**src/rtl/snnew_pkg.sv**
```systemverilog
// snnew_pkg: shared constants, codes and control/status structs for the
// shared-nearest-neighbor edge weight engine. No dependencies.
`default_nettype none

package snnew_pkg;

    // fixed field widths
    localparam int ID_W     = 10;  // node / neighbor identifier
    localparam int SLOT_W   = 5;
    localparam int CFGK_W   = 6;
    localparam int MODE_W   = 2;
    localparam int WEIGHT_W = 22;
    localparam int SCNT_W   = 6;
    localparam int BRANK_W  = 7;
    localparam int FRAC_W   = 16;

    localparam int IN_TDATA_W  = 40;  // 35 payload bits, byte padded
    localparam int OUT_TDATA_W = 40;

    localparam int NODES_DEF = 1024;
    localparam int KMAX_DEF  = 32;

    localparam logic [CFGK_W-1:0] K_RESET = CFGK_W'(10);

    typedef enum logic [MODE_W-1:0] {
        MODE_COUNT = 2'd0,
        MODE_RANK  = 2'd1,
        MODE_JACC  = 2'd2,
        MODE_ALT   = 2'd3   // behaves as shared count
    } t_mode;

    localparam logic REQ_LOAD  = 1'b0;
    localparam logic REQ_QUERY = 1'b1;

    localparam logic CFG_IDX_K    = 1'b0;
    localparam logic CFG_IDX_MODE = 1'b1;

    // controller -> datapath
    typedef struct packed {
        logic start;     // latch the incoming beat
        logic mod_step;  // one bit of node id reduction
        logic exec_wr;   // write one table entry
        logic clr_acc;   // clear match accumulators
        logic rd_en;     // issue one list entry
        logic rd_self;   // entry is the node itself (rank 0)
        logic rd_sel;    // 0: list of j, 1: list of i
        logic div_init;
        logic div_step;
        logic out_load;
    } t_cmd;

    // datapath -> controller
    typedef struct packed {
        logic is_query;
        logic is_jacc;
        logic out_free;
    } t_sts;

endpackage

`default_nettype wire

```
**src/rtl/snnew_ctrl.sv**
```systemverilog
// snnew_ctrl: sequencing state machine for load and query beats.
// Depends on snnew_pkg (t_cmd, t_sts, ID_W, FRAC_W).
`default_nettype none

module snnew_ctrl #(
    parameter int NODES = snnew_pkg::NODES_DEF,
    parameter int KMAX  = snnew_pkg::KMAX_DEF
) (
    input  wire                                i_clk,
    input  wire                                i_rst_n,
    input  wire                                i_in_valid,
    output logic                               o_in_ready,
    input  wire  snnew_pkg::t_sts              i_sts,
    input  wire  [$clog2(KMAX+1)-1:0]          i_k,
    output snnew_pkg::t_cmd                    o_cmd,
    output logic [$clog2(KMAX+1)-1:0]          o_pos
);
    import snnew_pkg::*;

    localparam int  KW       = $clog2(KMAX + 1);
    localparam int  SW       = $clog2(KMAX + 2);
    localparam int  WW       = SW + FRAC_W;
    localparam bit  NEED_MOD = (NODES < (1 << ID_W));
    localparam int  CMAX1    = (KMAX + 1 > WW) ? KMAX + 1 : WW;
    localparam int  CMAX     = (CMAX1 > ID_W) ? CMAX1 : ID_W;
    localparam int  CW       = $clog2(CMAX + 1);

    typedef enum logic [3:0] {
        S_IDLE, S_MOD, S_EXEC, S_FILL, S_SCAN, S_SETTLE, S_DINIT, S_DIV, S_DONE
    } t_state;

    t_state         r_state, n_state;
    logic [CW-1:0]  r_cnt, n_cnt;
    logic           cnt_at_k;

    assign cnt_at_k   = (r_cnt == CW'(i_k));
    assign o_in_ready = (r_state == S_IDLE);
    assign o_pos      = KW'(r_cnt);

    always_comb begin
        n_state = r_state;
        n_cnt   = r_cnt;
        o_cmd   = '0;
        unique case (r_state)
            S_IDLE: begin
                if (i_in_valid) begin
                    o_cmd.start = 1'b1;
                    n_cnt       = '0;
                    n_state     = NEED_MOD ? S_MOD : S_EXEC;
                end
            end
            S_MOD: begin
                o_cmd.mod_step = 1'b1;
                n_cnt          = r_cnt + 1'b1;
                if (r_cnt == CW'(ID_W - 1)) begin
                    n_state = S_EXEC;
                end
            end
            S_EXEC: begin
                n_cnt = '0;
                if (i_sts.is_query) begin
                    o_cmd.clr_acc = 1'b1;
                    n_state       = S_FILL;
                end else begin
                    o_cmd.exec_wr = 1'b1;
                    n_state       = S_IDLE;
                end
            end
            S_FILL, S_SCAN: begin
                o_cmd.rd_en   = 1'b1;
                o_cmd.rd_sel  = (r_state == S_SCAN);
                o_cmd.rd_self = (r_cnt == '0);
                if (cnt_at_k) begin
                    n_cnt   = '0;
                    n_state = (r_state == S_SCAN) ? S_SETTLE : S_SCAN;
                end else begin
                    n_cnt = r_cnt + 1'b1;
                end
            end
            S_SETTLE: begin
                n_cnt   = '0;
                n_state = i_sts.is_jacc ? S_DINIT : S_DONE;
            end
            S_DINIT: begin
                o_cmd.div_init = 1'b1;
                n_state        = S_DIV;
            end
            S_DIV: begin
                o_cmd.div_step = 1'b1;
                n_cnt          = r_cnt + 1'b1;
                if (r_cnt == CW'(WW - 1)) begin
                    n_state = S_DONE;
                end
            end
            S_DONE: begin
                if (i_sts.out_free) begin
                    o_cmd.out_load = 1'b1;
                    n_state        = S_IDLE;
                end
            end
            default: begin
                n_state = S_IDLE;
            end
        endcase
    end

    always_ff @(posedge i_clk) begin
        if (!i_rst_n) begin
            r_state <= S_IDLE;
            r_cnt   <= '0;
        end else begin
            r_state <= n_state;
            r_cnt   <= n_cnt;
        end
    end

endmodule

`default_nettype wire

```
**config.mk**
```make
export PLATFORM = sky130hd
export DESIGN_NAME = snnew_ctrl
export DESIGN_NICKNAME = d
export VERILOG_FILES = /design/src/rtl/snnew_pkg.sv /design/src/rtl/snnew_ctrl.sv
export SDC_FILE = /design/constraint.sdc
export NUM_CORES = 1
export LEC_CHECK = 0
export ABC_AREA = 1
export ABC_CLOCK_PERIOD_IN_PS = 1200
export BUFFER_PORTS_ARGS = -buffer_cell sky130_fd_sc_hd__buf_2
export CAP_MARGIN = 10
export CORE_ASPECT_RATIO = 1.25
export CORE_MARGIN = 5
export CORE_UTILIZATION = 45
export CTS_CLUSTER_DIAMETER = 30
export DETAILED_ROUTE_END_ITERATION = 8
export MAX_ROUTING_LAYER = met4
export PLACE_DENSITY = 0.79
export SYNTH_ARGS = -nofsm -noshare
export SYNTH_HDL_FRONTEND = slang
export SYNTH_SLANG_ARGS = --single-unit
export TNS_END_PERCENT = 20
```
**constraint.sdc**
```tcl
create_clock -name i_clk -period 1.2 [get_ports i_clk]
set_input_delay 0.24 -clock i_clk [delete_from_list [all_inputs] [get_ports i_clk]]
set_output_delay 0.24 -clock i_clk [all_outputs]
set_load 0.01 [all_outputs]
```
Word-level counts from Yosys, hierarchy flattened

Index checks and enable logic that the tools add are counted.

Bits in registers: 10
Input port bits: 12
Output and inout port bits: 17
Logic and storage cells: 50

Add/sub/neg operators: 1
Equal/unequal tests: 16
Mux-type cells: 23
Reduce and logical (&&, ||, !) cells: 8

Operators with widths:

| kind                                                                   | number |
|---|---|
| 4-bit one-hot mux with 8 select lines                                  | 1 |
| 4-bit two-way mux                                                      | 6 |
| 6-bit one-hot mux with 4 select lines                                  | 1 |
| 4-bit by 3-bit equality test with 1-bit output (second input constant) | 4 |
| 6-bit two-way mux                                                      | 2 |
| 1-bit two-way mux                                                      | 10 |
| 2-bit inequality test (second input constant)                          | 5 |
| 4-bit by 2-bit equality test with 1-bit output (second input constant) | 2 |
| 6-bit by 1-bit adder with 6-bit output (second input constant)         | 1 |
| 6-bit by 4-bit equality test with 1-bit output (second input constant) | 1 |
| 6-bit by 5-bit equality test with 1-bit output (second input constant) | 1 |
| 6-bit equality test                                                    | 1 |
| 6-bit zero test                                                        | 1 |
| 2-bit OR reduction                                                     | 3 |
| 5-bit AND reduction                                                    | 1 |
| 4-bit by 1-bit equality test with 1-bit output (second input constant) | 1 |
| 4-bit equality test (second input constant)                            | 1 |
| 4-bit zero test                                                        | 1 |
| 2-bit two-way mux                                                      | 2 |
| 4-bit nonzero test                                                     | 1 |
| 3-bit two-way mux                                                      | 1 |
| 2-bit AND reduction                                                    | 1 |

Logic depth before layout (Yosys ltp)

Depth in word-level cells: 4
Mapped depth: 12
Gate-level depth less buffers: 12

Worst setup path after synthesis

No wires, ideal clock.

Kind: reg2reg
Start: reg r_cnt[0] (netlist: o_pos[0])
End: reg r_state[2]
Library setup time: 113 ps
Arrival time: 1252 ps
Required time: 1087 ps
Slack: -165 ps
Stages on the path, launching flop included: 11
Buffers on the path: 0
Clock period less this slack: 1365 ps
Cell sequence: dfxtp_1 > ha_1 > nand2_1 > inv_1 > nand3_1 > nand2_1 > nand3_2 > nor2_4 > nand2_1 > nor2_1 > nor2_1

Word-level cells in the longest chain between the ends: 3
Elaborated cells on any way between the ends: 7
Classes of those cells: eq/ne: 6; reduce/logical: 1

Ends and longest elaborated chain:

| item                                                                         | line              | RTL |
|---|---|---|
| from (decl)                                                                  | snnew_ctrl.sv:33  | `logic [CW-1:0] r_cnt, n_cnt;` |
| from (signal assigned)                                                       | snnew_ctrl.sv:113 | `r_cnt <= n_cnt;` |
| 6-bit by 5-bit equality test with 1-bit output, or another cell as far along | snnew_ctrl.sv:91  | `if (r_cnt == CW'(WW - 1)) begin` |
| 2-bit inequality test (no source line)                                       | n/a               |  |
| 5-bit AND reduction (no source line) *                                       | n/a               |  |
| to (signal assigned)                                                         | snnew_ctrl.sv:112 | `r_state <= n_state;` |
| to (decl)                                                                    | snnew_ctrl.sv:32  | `t_state r_state, n_state;` |

Every way passes the cells marked *; elsewhere a longest branch is shown, timed or not.
A chain may end at the register's enable or synchronous reset.

==> impl_results.md <==
* Synthesized cell area at 891 µm²
* Final Cell Area at 0.00140 mm²
* Final WL at 2820 µm
* CP startpoint kind: flop
* CTS root buf: clkbuf_4
* Crit path from: r_state[2]$_SDFFE_PN0P_
* Fmax achieved at 642 MHz
* CP Capture Type: primary output
* Final setup viols at 21
* Avg Inst Size Synth at 5.78 µm²
* DRC at 0
* Fin. max-slew vios at 0
* Critical path class: flop to primary output
* Yosys warnings at 0
* Area grow syn2layout at 57.6%
* Total GRT Usage at 18.9%
* Worst-path fanout max at 4
* Overflow after GRT at 0
* Pwr/cell area at 2200 mW/mm²
* Post-synthesis sequential area ratio at 22.5%
* Die footprint at 0.00298 mm²
* I/O pin cnt at 29
* First-pass GRT wire length at 4330 µm
* Slowest CP cell: dfxtp_2
* Pre-antenna DRT Iters at 6
* Worst setup margin at -358 ps
* Commonest non-fill, non-tap cells in the layout: nand2_1 (40), buf_2 (26), buf_4 (26)
* Final setup skew at 2.84 ps
* Worst-Skew Late Latency at 260 ps
* RePlAce Congestion at 0.907
* Worst Tran Pin Value at 262 ps
* Nets@finish at 230
* CTS tree: yes
* Clk sink count at 10
* Final min period at 1560 ps
* WP buf/inv at 2
* Final Hold Fails at 0
* Core area at 0.00194 mm²
* Synthesized instance count at 154
* WL/cell at 12.0 µm
* Initial antenna violation count at 0
* Fillers at 169
* Via density at 5.02
* FP Rows at 18
* Die width at 49.8 µm
* TNS Setup at -4190 ps
* Antenna-violating nets left at 0
* Die Ht at 59.7 µm
* Setup repair after global routing missed its margin: yes
* Starting Density at 46.0%
* Maximum clock path buffer count at 2
* Depth of the CTS H-tree at 1
* Vias at 1,174
* Num CTS Buffers at 3
* Number of global-route vias before repair at 1,118
* HP Start: i_rst_n
* Seq cells post-synth at 10
* Status: complete, but fails checks
* Iter 0 DRT Violations at 33
* Failing checks: setup timing
* Diode count at 0
* Max-slew headroom at 82.4%
* Crit path largest cell delay at 340 ps
* Peak VDD IR at 0.00111 V
* Crit path max-delay family: simple AND/OR/NAND/NOR gates
* Crit path cell chain: nor2_2 > nand3_1 > o21ai_4 > inv_1 > nor2_2 > buf_2
* CP required at 960 ps
* Most common cell after layout, fill and taps aside: nand2_1
* Tcrit/Tclk final at 130%
* Worst Path Arrival at 1320 ps
* Worst-path clk slew at 70 ps
* Buffers on Ports at 28
* DP Wirelength at 2290 µm
* FF-to-FF Start: r_state[2]$_SDFFE_PN0P_
* Distinct cells, synth at 23
* Synthesized net count at 169
* Layout cells sized above 1 at 45.8%
* Dpl cell area at 0.00126 mm²
* Most used cell, CP: nor2_2
* Class of the tightest hold or removal check: input port to flop
* Largest net degree at the start of global routing at 9
* Static Leakage at 0.768 nW
* Max-cap viol count at 0
==> cell usage after synthesis <==
master / count / area [µm²]
nand3_1: 17 / 85.1
nand2_4: 1 / 11.3
o21ai_4: 1 / 16.3
nor2_2: 1 / 6.26
or2_2: 1 / 6.26
dfxtp_1: 10 / 200
o21ai_0: 6 / 30.0
ha_1: 3 / 37.5
a21oi_1: 4 / 20.0
nor3_1: 1 / 5.00
nor2_4: 2 / 22.5
nand4_1: 2 / 12.5
nand2_1: 40 / 150
inv_1: 25 / 93.8
xor2_1: 2 / 17.5
inv_2: 4 / 15.0
nand3_2: 2 / 20.0
nor4_1: 1 / 6.26
buf_6: 1 / 11.3
buf_2: 1 / 5.00
a21oi_2: 1 / 8.76
nor2_1: 26 / 97.6
nand2_2: 2 / 12.5
==> cell families (layout without fill, tap and decap cells) <==
logic type,count (synthesis),count (layout),synth area share (%)
flops,10,10,22.5
buf+inv,31,91,14.0
compound gates,12,12,8.43
xor+xnor,2,2,1.97
simple gates,96,96,48.9
fa+ha+maj,3,3,4.21
==> worst paths after layout <==
| path | to | slack [ps] | cells past startpoint |
|---|---|---|---|
| hold reg to reg | o_pos[4]$_SDFFE_PN0P_ | 620 | 3 |
| hold / removal | r_state[0]$_SDFFE_PN0P_ | 250 | 3 |
| setup / recovery | o_cmd[4] | -360 | 6 |
| setup reg to reg | r_state[2]$_SDFFE_PN0P_ | -190 | 11 |
==> power breakdown <==
group	switching, mW	internal [mW]
combinational	1.23	1.03
sequential	0.142	0.457
clock	0.115	0.120
total	1.49	1.60
==> layout make-up <==
cell class                 instances  area, µm²  area share [%]
clock buffer                       3       22.5            1.60
multi-input combinational        113        619            44.1
tap                               20       25.0            1.78
sequential                        10        220            15.7
clock inverter                     1       3.75           0.267
inverter                          29        111            7.93
timing repair buffer              58        402            28.6
==> registers in the layout, summed over array words and instances (netlist names) <==
| name | flops |
|---|---|
| o_pos | 6 |
| r_state | 4 |
==> worst min-delay path, cell delays in order <==
cell,delay [ps]
buf_2,140
nand2_1,70
nor2_1,30
==> metal layers <==
metal | share of wire (%) | GRT usage, %
met2 | 59 | 39.8
met3 | 5.8 | 4.74
met4 | 3.1 | 8.61
met5 | 0 | -
met1 | 32 | 14.4
==> per-stage QoR <==
stage	setup slack, ps	hold slack (ps)	power, mW	utilization, %	std cells
global placement	-213	539	2.50	65.2	226
global route	-452	256	3.35	72.5	234
floorplan	-74.4	360	1.82	-	154
finish	-358	252	3.09	72.5	234
CTS	-376	255	2.87	67.8	231
detailed placement	-209	542	2.56	65.2	226
==> repair_timing <==
item | CTS | global route
gates resized for setup | 9 | 17
hold buffers | 0 | 0
pin swaps | 2 | 3
setup endpoints to repair | 21 | 21
gates cloned | 0 | 0
buffers inserted | 1 | 3
No activity file was read; power rests on OpenSTA's default activity.
